## src/rtl/framed_packet_checker_core_defines.svh

```systemverilog
// ----------------------------------------------------------------------------
// Framed packet checker - assertion macros
// Concurrent assertion wrappers, compiled out when NO_ASSERTIONS is set.
// ----------------------------------------------------------------------------
`ifndef FRAMED_PACKET_CHECKER_CORE_DEFINES_SVH
`define FRAMED_PACKET_CHECKER_CORE_DEFINES_SVH

`ifndef NO_ASSERTIONS
// Checked only outside reset
`define FPC_ASSERT(lbl, prop, msg) \
    lbl: assert property (@(posedge clk) disable iff (!rst_n) prop) else $error(msg);
// Checked at every edge, reset included
`define FPC_ASSERT_ALWAYS(lbl, prop, msg) \
    lbl: assert property (@(posedge clk) prop) else $error(msg);
`else
`define FPC_ASSERT(lbl, prop, msg)
`define FPC_ASSERT_ALWAYS(lbl, prop, msg)
`endif

`endif

```

## src/rtl/fpc_pkg.sv

```systemverilog
// ----------------------------------------------------------------------------
// fpc_pkg
// Shared constants and types of the framed packet checker.
// ----------------------------------------------------------------------------
`timescale 1ns / 1ps

package fpc_pkg;

    localparam logic [7:0] START_BYTE   = 8'hAA;
    localparam logic [7:0] TRAILER_BYTE = 8'h55;

    localparam logic [1:0] ST_OK        = 2'd0;
    localparam logic [1:0] ST_BAD_TRAIL = 2'd1;
    localparam logic [1:0] ST_BAD_SUM   = 2'd2;

    localparam int unsigned TDATA_IN_W  = 8;
    localparam int unsigned TDATA_OUT_W = 16;

    typedef struct packed {
        logic       valid;
        logic       ok;
        logic [1:0] status;
        logic [7:0] length;
    } fpc_result_t;

endpackage

```

## src/rtl/fpc_frame_fsm.sv

```systemverilog
// ----------------------------------------------------------------------------
// fpc_frame_fsm
// Frame parser: hunts for the start byte, counts payload, sums it, compares the
// checksum and judges the trailer. One byte per step.
// ----------------------------------------------------------------------------
`timescale 1ns / 1ps

module fpc_frame_fsm
    import fpc_pkg::*;
(
    input  logic        clk,
    input  logic        rst_n,
    input  logic        step,
    input  logic [7:0]  rx_byte,
    output fpc_result_t res
);

    localparam logic [2:0] PH_IDLE    = 3'd0;
    localparam logic [2:0] PH_LENGTH  = 3'd1;
    localparam logic [2:0] PH_PAYLOAD = 3'd2;
    localparam logic [2:0] PH_CHKSUM  = 3'd3;
    localparam logic [2:0] PH_TRAILER = 3'd4;

    logic [2:0] phase_reg, phase_next;
    logic [7:0] left_reg, left_next;
    logic [7:0] sum_reg, sum_next;
    logic [7:0] length_reg, length_next;
    logic       matched_reg, matched_next;

    always_comb
    begin
        phase_next   = phase_reg;
        left_next    = left_reg;
        sum_next     = sum_reg;
        length_next  = length_reg;
        matched_next = matched_reg;
        if (step)
        begin
            case (phase_reg)
                PH_LENGTH:
                begin
                    length_next = rx_byte;
                    left_next   = rx_byte;
                    sum_next    = 8'd0;
                    phase_next  = (rx_byte == 8'd0) ? PH_CHKSUM : PH_PAYLOAD;
                end
                PH_PAYLOAD:
                begin
                    sum_next  = sum_reg + rx_byte;
                    left_next = left_reg - 8'd1;
                    if (left_reg == 8'd1)
                    begin
                        phase_next = PH_CHKSUM;
                    end
                end
                PH_CHKSUM:
                begin
                    matched_next = (rx_byte == sum_reg);
                    phase_next   = PH_TRAILER;
                end
                PH_TRAILER:
                begin
                    phase_next = PH_IDLE;
                    left_next  = 8'd0;
                end
                default:
                begin
                    // unused codes behave as idle
                    phase_next = (rx_byte == START_BYTE) ? PH_LENGTH : PH_IDLE;
                end
            endcase
        end
    end

    always_ff @(posedge clk or negedge rst_n)
    begin
        if (!rst_n)
        begin
            phase_reg   <= PH_IDLE;
            left_reg    <= 8'd0;
            sum_reg     <= 8'd0;
            length_reg  <= 8'd0;
            matched_reg <= 1'b0;
        end
        else
        begin
            phase_reg   <= phase_next;
            left_reg    <= left_next;
            sum_reg     <= sum_next;
            length_reg  <= length_next;
            matched_reg <= matched_next;
        end
    end

    // trailer beats checksum
    always_comb
    begin
        res.valid = (phase_reg == PH_TRAILER);
        if (rx_byte != TRAILER_BYTE)
        begin
            res.status = ST_BAD_TRAIL;
        end
        else if (!matched_reg)
        begin
            res.status = ST_BAD_SUM;
        end
        else
        begin
            res.status = ST_OK;
        end
        res.ok     = (res.status == ST_OK);
        res.length = length_reg;
    end

endmodule

```

## src/rtl/framed_packet_checker_core.sv

```systemverilog
// ----------------------------------------------------------------------------
// framed_packet_checker_core
// Additive checksum frame checker on a byte stream.
// ----------------------------------------------------------------------------
// Input channel s_axis: one received byte per item. Frames are 0xAA, length,
// payload, checksum (sum of payload mod 256), 0x55. Bytes outside a frame are
// dropped without a result.
// Output channel m_axis: one item per frame, issued for the trailer byte,
// carrying the ok flag, the status code and the frame's length byte.
// Path: the accepting edge loads the byte into the input register; its result is
// then loaded into the output register, which drives m_axis_tvalid and holds
// the result until it is taken.
// Throughput: one byte per cycle; each byte needs one 8-bit add and compare.
// A result waiting in the output register does not stop payload bytes; only a
// trailer byte waits while the output register is full and not being taken,
// and then the input register holds and s_axis_tready falls.
// Reset: the parser returns to hunting for the start byte and both registers
// are emptied.
// ----------------------------------------------------------------------------
`timescale 1ns / 1ps

`include "framed_packet_checker_core_defines.svh"

module framed_packet_checker_core
    import fpc_pkg::*;
(
    input  logic                   clk,
    input  logic                   rst_n,
    input  logic                   s_axis_tvalid,
    output logic                   s_axis_tready,
    input  logic [TDATA_IN_W-1:0]  s_axis_tdata,   // [7:0] rx_byte
    output logic                   m_axis_tvalid,
    input  logic                   m_axis_tready,
    output logic [TDATA_OUT_W-1:0] m_axis_tdata    // [0] frame_ok, [2:1] frame_status,
                                                   // [10:3] payload_length, rest zero
);

    logic              in_valid_reg;
    logic [7:0]        in_byte_reg;
    logic              out_valid_reg;
    logic              out_ok_reg;
    logic [1:0]        out_status_reg;
    logic [7:0]        out_length_reg;
    fpc_result_t       res;
    logic              out_free;
    logic              advance;

    assign out_free      = !out_valid_reg || m_axis_tready;
    assign advance       = in_valid_reg && (!res.valid || out_free);
    assign s_axis_tready = !in_valid_reg || advance;

    fpc_frame_fsm u_fsm (
        .clk     (clk),
        .rst_n   (rst_n),
        .step    (advance),
        .rx_byte (in_byte_reg),
        .res     (res)
    );

    always_ff @(posedge clk or negedge rst_n)
    begin
        if (!rst_n)
        begin
            in_valid_reg <= 1'b0;
        end
        else if (s_axis_tready)
        begin
            in_valid_reg <= s_axis_tvalid;
        end
    end

    always_ff @(posedge clk)
    begin
        if (s_axis_tvalid && s_axis_tready)
        begin
            in_byte_reg <= s_axis_tdata[7:0];
        end
    end

    always_ff @(posedge clk or negedge rst_n)
    begin
        if (!rst_n)
        begin
            out_valid_reg <= 1'b0;
        end
        else if (out_free)
        begin
            out_valid_reg <= advance && res.valid;
        end
    end

    always_ff @(posedge clk)
    begin
        if (advance && res.valid)
        begin
            out_ok_reg     <= res.ok;
            out_status_reg <= res.status;
            out_length_reg <= res.length;
        end
    end

    assign m_axis_tvalid = out_valid_reg;
    assign m_axis_tdata  = {5'd0, out_length_reg, out_status_reg, out_ok_reg};

    `FPC_ASSERT(a_ok_matches_status, m_axis_tvalid |-> (m_axis_tdata[0] == (m_axis_tdata[2:1] == ST_OK)), "frame_ok disagrees with frame_status")
    `FPC_ASSERT(a_status_legal, m_axis_tvalid |-> (m_axis_tdata[2:1] != 2'd3), "illegal frame_status code")
    `FPC_ASSERT(a_stalled_byte_held, (in_valid_reg && !advance) |=> (in_valid_reg && $stable(in_byte_reg)), "stalled input byte lost")
    `FPC_ASSERT_ALWAYS(a_pad_zero, m_axis_tdata[15:11] == 5'd0, "tdata padding not zero")

endmodule
```

## config.mk

```make
export PLATFORM = sky130hd
export DESIGN_NAME = framed_packet_checker_core
export DESIGN_NICKNAME = d
export VERILOG_FILES = /design/src/rtl/fpc_pkg.sv /design/src/rtl/fpc_frame_fsm.sv /design/src/rtl/framed_packet_checker_core.sv
export VERILOG_INCLUDE_DIRS = /design/src /design/src/rtl
export SDC_FILE = /design/constraint.sdc
export NUM_CORES = 1
export LEC_CHECK = 0
export BUFFER_PORTS_ARGS = -buffer_cell sky130_fd_sc_hd__buf_2
export CORE_ASPECT_RATIO = 1.1
export CORE_UTILIZATION = 25
export DETAILED_ROUTE_END_ITERATION = 12
export GPL_TIMING_DRIVEN = 1
export PLACE_DENSITY_LB_ADDON = 0.1
export SLEW_MARGIN = 0
export SYNTH_ARGS = -nofsm -noshare
export SYNTH_HDL_FRONTEND = slang
export SYNTH_SLANG_ARGS = --single-unit
export TNS_END_PERCENT = 10
```

## constraint.sdc

```tcl
create_clock -name clk -period 3.2 [get_ports clk]
set_clock_uncertainty 0.2 [all_clocks]
set_input_delay 0.16 -clock clk [delete_from_list [all_inputs] [get_ports clk]]
set_output_delay 0.16 -clock clk [all_outputs]
set_load 0.01 [all_outputs]
```

==> qor.csv <==
stage,metric,value,unit
final_layout,area_growth,17.1,%
final_layout,instances_no_fill,379,
critical_path,crit_path_start_kind,flip-flop,
critical_path,crit_fanout,4,
timing,hold_viol,0,
route,drt_pre_antenna_iters,4,
final_layout,drive_gt1_share,17.2,%
critical_path,cp.arrival,2420,ps
place,place_ws,755,ps
power,powerDensity,615,nW/um2
yosys,syn-cell-area,2450,um2
timing,setup_viol,0,
cts,cts_tree,yes,
worst_hold_path,hold_path_class,in -> async,
global_route,gr-usage-all-layers,11.8,%
route,drc,0,
critical_path,cp-end-kind,flip-flop,
final_layout,nets,283,
route,avgViaCountPerCell,4.60,
floorplanning,coreArea,9440,um2
critical_path,cpMostUsedCell,a21o_1,
place,portBuffers,24,
final_layout,diodes,0,
run,max-cap-violations,0,
yosys,ys_warn_count,0,
timing,final.min_clock_period,2430,ps
cts,cts_root_buffer,clkbuf_8,
yosys,async_flop_share,61.2,%
timing,maxSlewHeadroom,51.0,%
cts,cts.sinks,49,
outcome,status,finished clean,
floorplanning,die_h,106,um
yosys,synth.ff_latch_count,49,
timing,tightestPinTransition,735,ps
yosys,synthTopCellsByArea,"dfrtp_1, edfxtp_1, ha_1",
cts,clk_pin_slew,100,ps
critical_path,path_class,reg -> reg,
critical_path,cp_cell_sequence,ha_1 -> fa_1 -> a21o_1 -> a21o_1 -> a21oi_1 -> nor4b_1 -> or3_1,
global_route,grt_overflow,0,
critical_path,critPathLaunch,in_byte_reg[0],
yosys,synth_top_area_cell,dfrtp_1,
critical_path,worst_path_max_delay_cell,edfxtp_1,
route,vias,1743,
timing,fmax,412,MHz
yosys,syn_avg_cell_area,10.8,um2
floorplanning,io_pins,30,
floorplanning,initial_core_util,26.0,%
cts,cts_buffers,5,
global_route,grt_max_degree,31,
critical_path,critical_path.top_delay_family,adder cells,
timing,rsz0062_at_grt,false,
floorplanning,die_area,10200,um2
critical_path,critPathBufInv,0,
place,dp.cells,360,
place,dp_hpwl,3910,um
cts,clk_latency,300,ps
final_layout,layout_commonest_cell,dfrtp_1,
route,drtIter0Drc,57,
yosys,synth-main-ff-cell,dfrtp_1,
yosys,synth-edff-count,19,
route,routed_wl,5570,um
global_route,grt_pass1_wl,9010,um
power,ir_worst_vdd,0.000186,V
critical_path,worstPathRequired,3200,ps
global_route,grt_pass1_vias,1641,
global_route,antenna_found_initial,0,
floorplanning,die_w,96.5,um
yosys,syn_inst,227,
route,wl_per_cell,14.7,um
critical_path,cpPeakStageDelay,440,ps
critical_path,reg2reg_from,in_byte_reg[0],
cts,htree_levels,2,
floorplanning,row_count,37,
place,gp_congestion,0.690,
timing,setup_slack,773,ps
timing,drv_slew,0,
yosys,synth.top_cell.area_share,30.6,%
yosys,ys_types,49,
cts,clock_path_buffers,2,
timing,finalCritPeriodShare,75.8,%
final_layout,layout_common_cells,"dfrtp_1, nand2_1, buf_2",
route,drtAntennaViolNets,0,
power,leakage,1.25,nW
timing,tns,0,ps
yosys,seq_area_frac_synth,53.9,%
==> routing by layer <==
metal  wire [um]  GRT usage (%)  vias up
met1        2850           17.8      825
li1            -              -      883
met3         182           2.22        4
met2        2480           17.2       31
met5           0              0        -
met4          61           3.15        0
==> path summary, 6_finish.rpt <==
check                      slack [ps]                  end  cells after the start
min in group clk                  260    out_length_reg[6]                      0
min                               250  u_fsm.length_reg[5]                      2
max in group asynchronous        2080    u_fsm.left_reg[0]                      2
max                               770     u_fsm.sum_reg[6]                      7
min reg2reg                       260    out_length_reg[6]                      0
max reg2reg                       770     u_fsm.sum_reg[6]                      7
==> synthesized netlist by cell type (all sizes together) (2+ instances only) <==
master and n:
buf 9, a21oi 9, mux2 8, nor3 6
inv 8, edfxtp 19, a22o 2, o2bb2ai 2
o22ai 6, nand3b 3, a31oi 3, nor2b 3
xor2 2, nor4b 2, and3 2, nand4 2
nand3 7, clkbuf 4, a21o 4, a211oi 2
o21ai 15, ha 9, nor4 4, xnor2 4
nand2 29, nor2 10, nand2b 4, dfrtp 30
nor3b 2
==> stage by stage <==
| stage | power (W) | hold WS (ps) | util, % | instance area (um2) |
|---|---|---|---|---|
| 6_report | 0.00177 | 246 | 30.4 | 2870 |
| 5_1_grt | 0.00191 | 266 | 30.4 | 2870 |
| 4_1_cts | 0.00179 | 258 | 30.4 | 2870 |
| 3_5_place_dp | 0.00138 | 87.4 | 28.2 | 2670 |
| 3_3_place_gp | 0.00138 | 89.5 | 28.2 | 2670 |
| 2_1_floorplan | 0.00126 | -336 | - | 2470 |
==> cell type report <==
| class | count | area (um2) |
|---|---|---|
| clock buffer | 5 | 68.8 |
| clock inverter | 3 | 26.3 |
| fill | 1008 | 6570 |
| inverter | 8 | 30.0 |
| multi-input combinational | 161 | 1040 |
| sequential | 49 | 1320 |
| tap | 117 | 146 |
| timing repair buffer | 36 | 238 |
==> where the power goes <==
| part | total, W | switching [W] | internal, W |
|---|---|---|---|
| registers | 0.000867 | 0.000104 | 0.000763 |
| logic | 0.000510 | 0.000269 | 0.000241 |
| clock network | 0.000391 | 0.000231 | 0.000159 |
| total | 0.00177 | 0.000604 | 0.00116 |
==> logic make-up after synthesis <==
group | synth area share [%]
AND/OR/NAND/NOR | 17.6
AO/OA/AOI/OAI | 12.5
flip-flops | 53.9
buffers and inverters | 4.28
adder cells (fa/ha/maj) | 5.41
multiplexers | 4.08
XOR/XNOR | 2.14
other | 0.153
==> what timing repair did <==
action / in CTS / in global routing
hold endpoints to repair: 40 / 0
setup buffers: 0 / 0
resized for setup: 0 / 0
hold buffers: 11 / 0
Power figures use the tool's default switching activity.
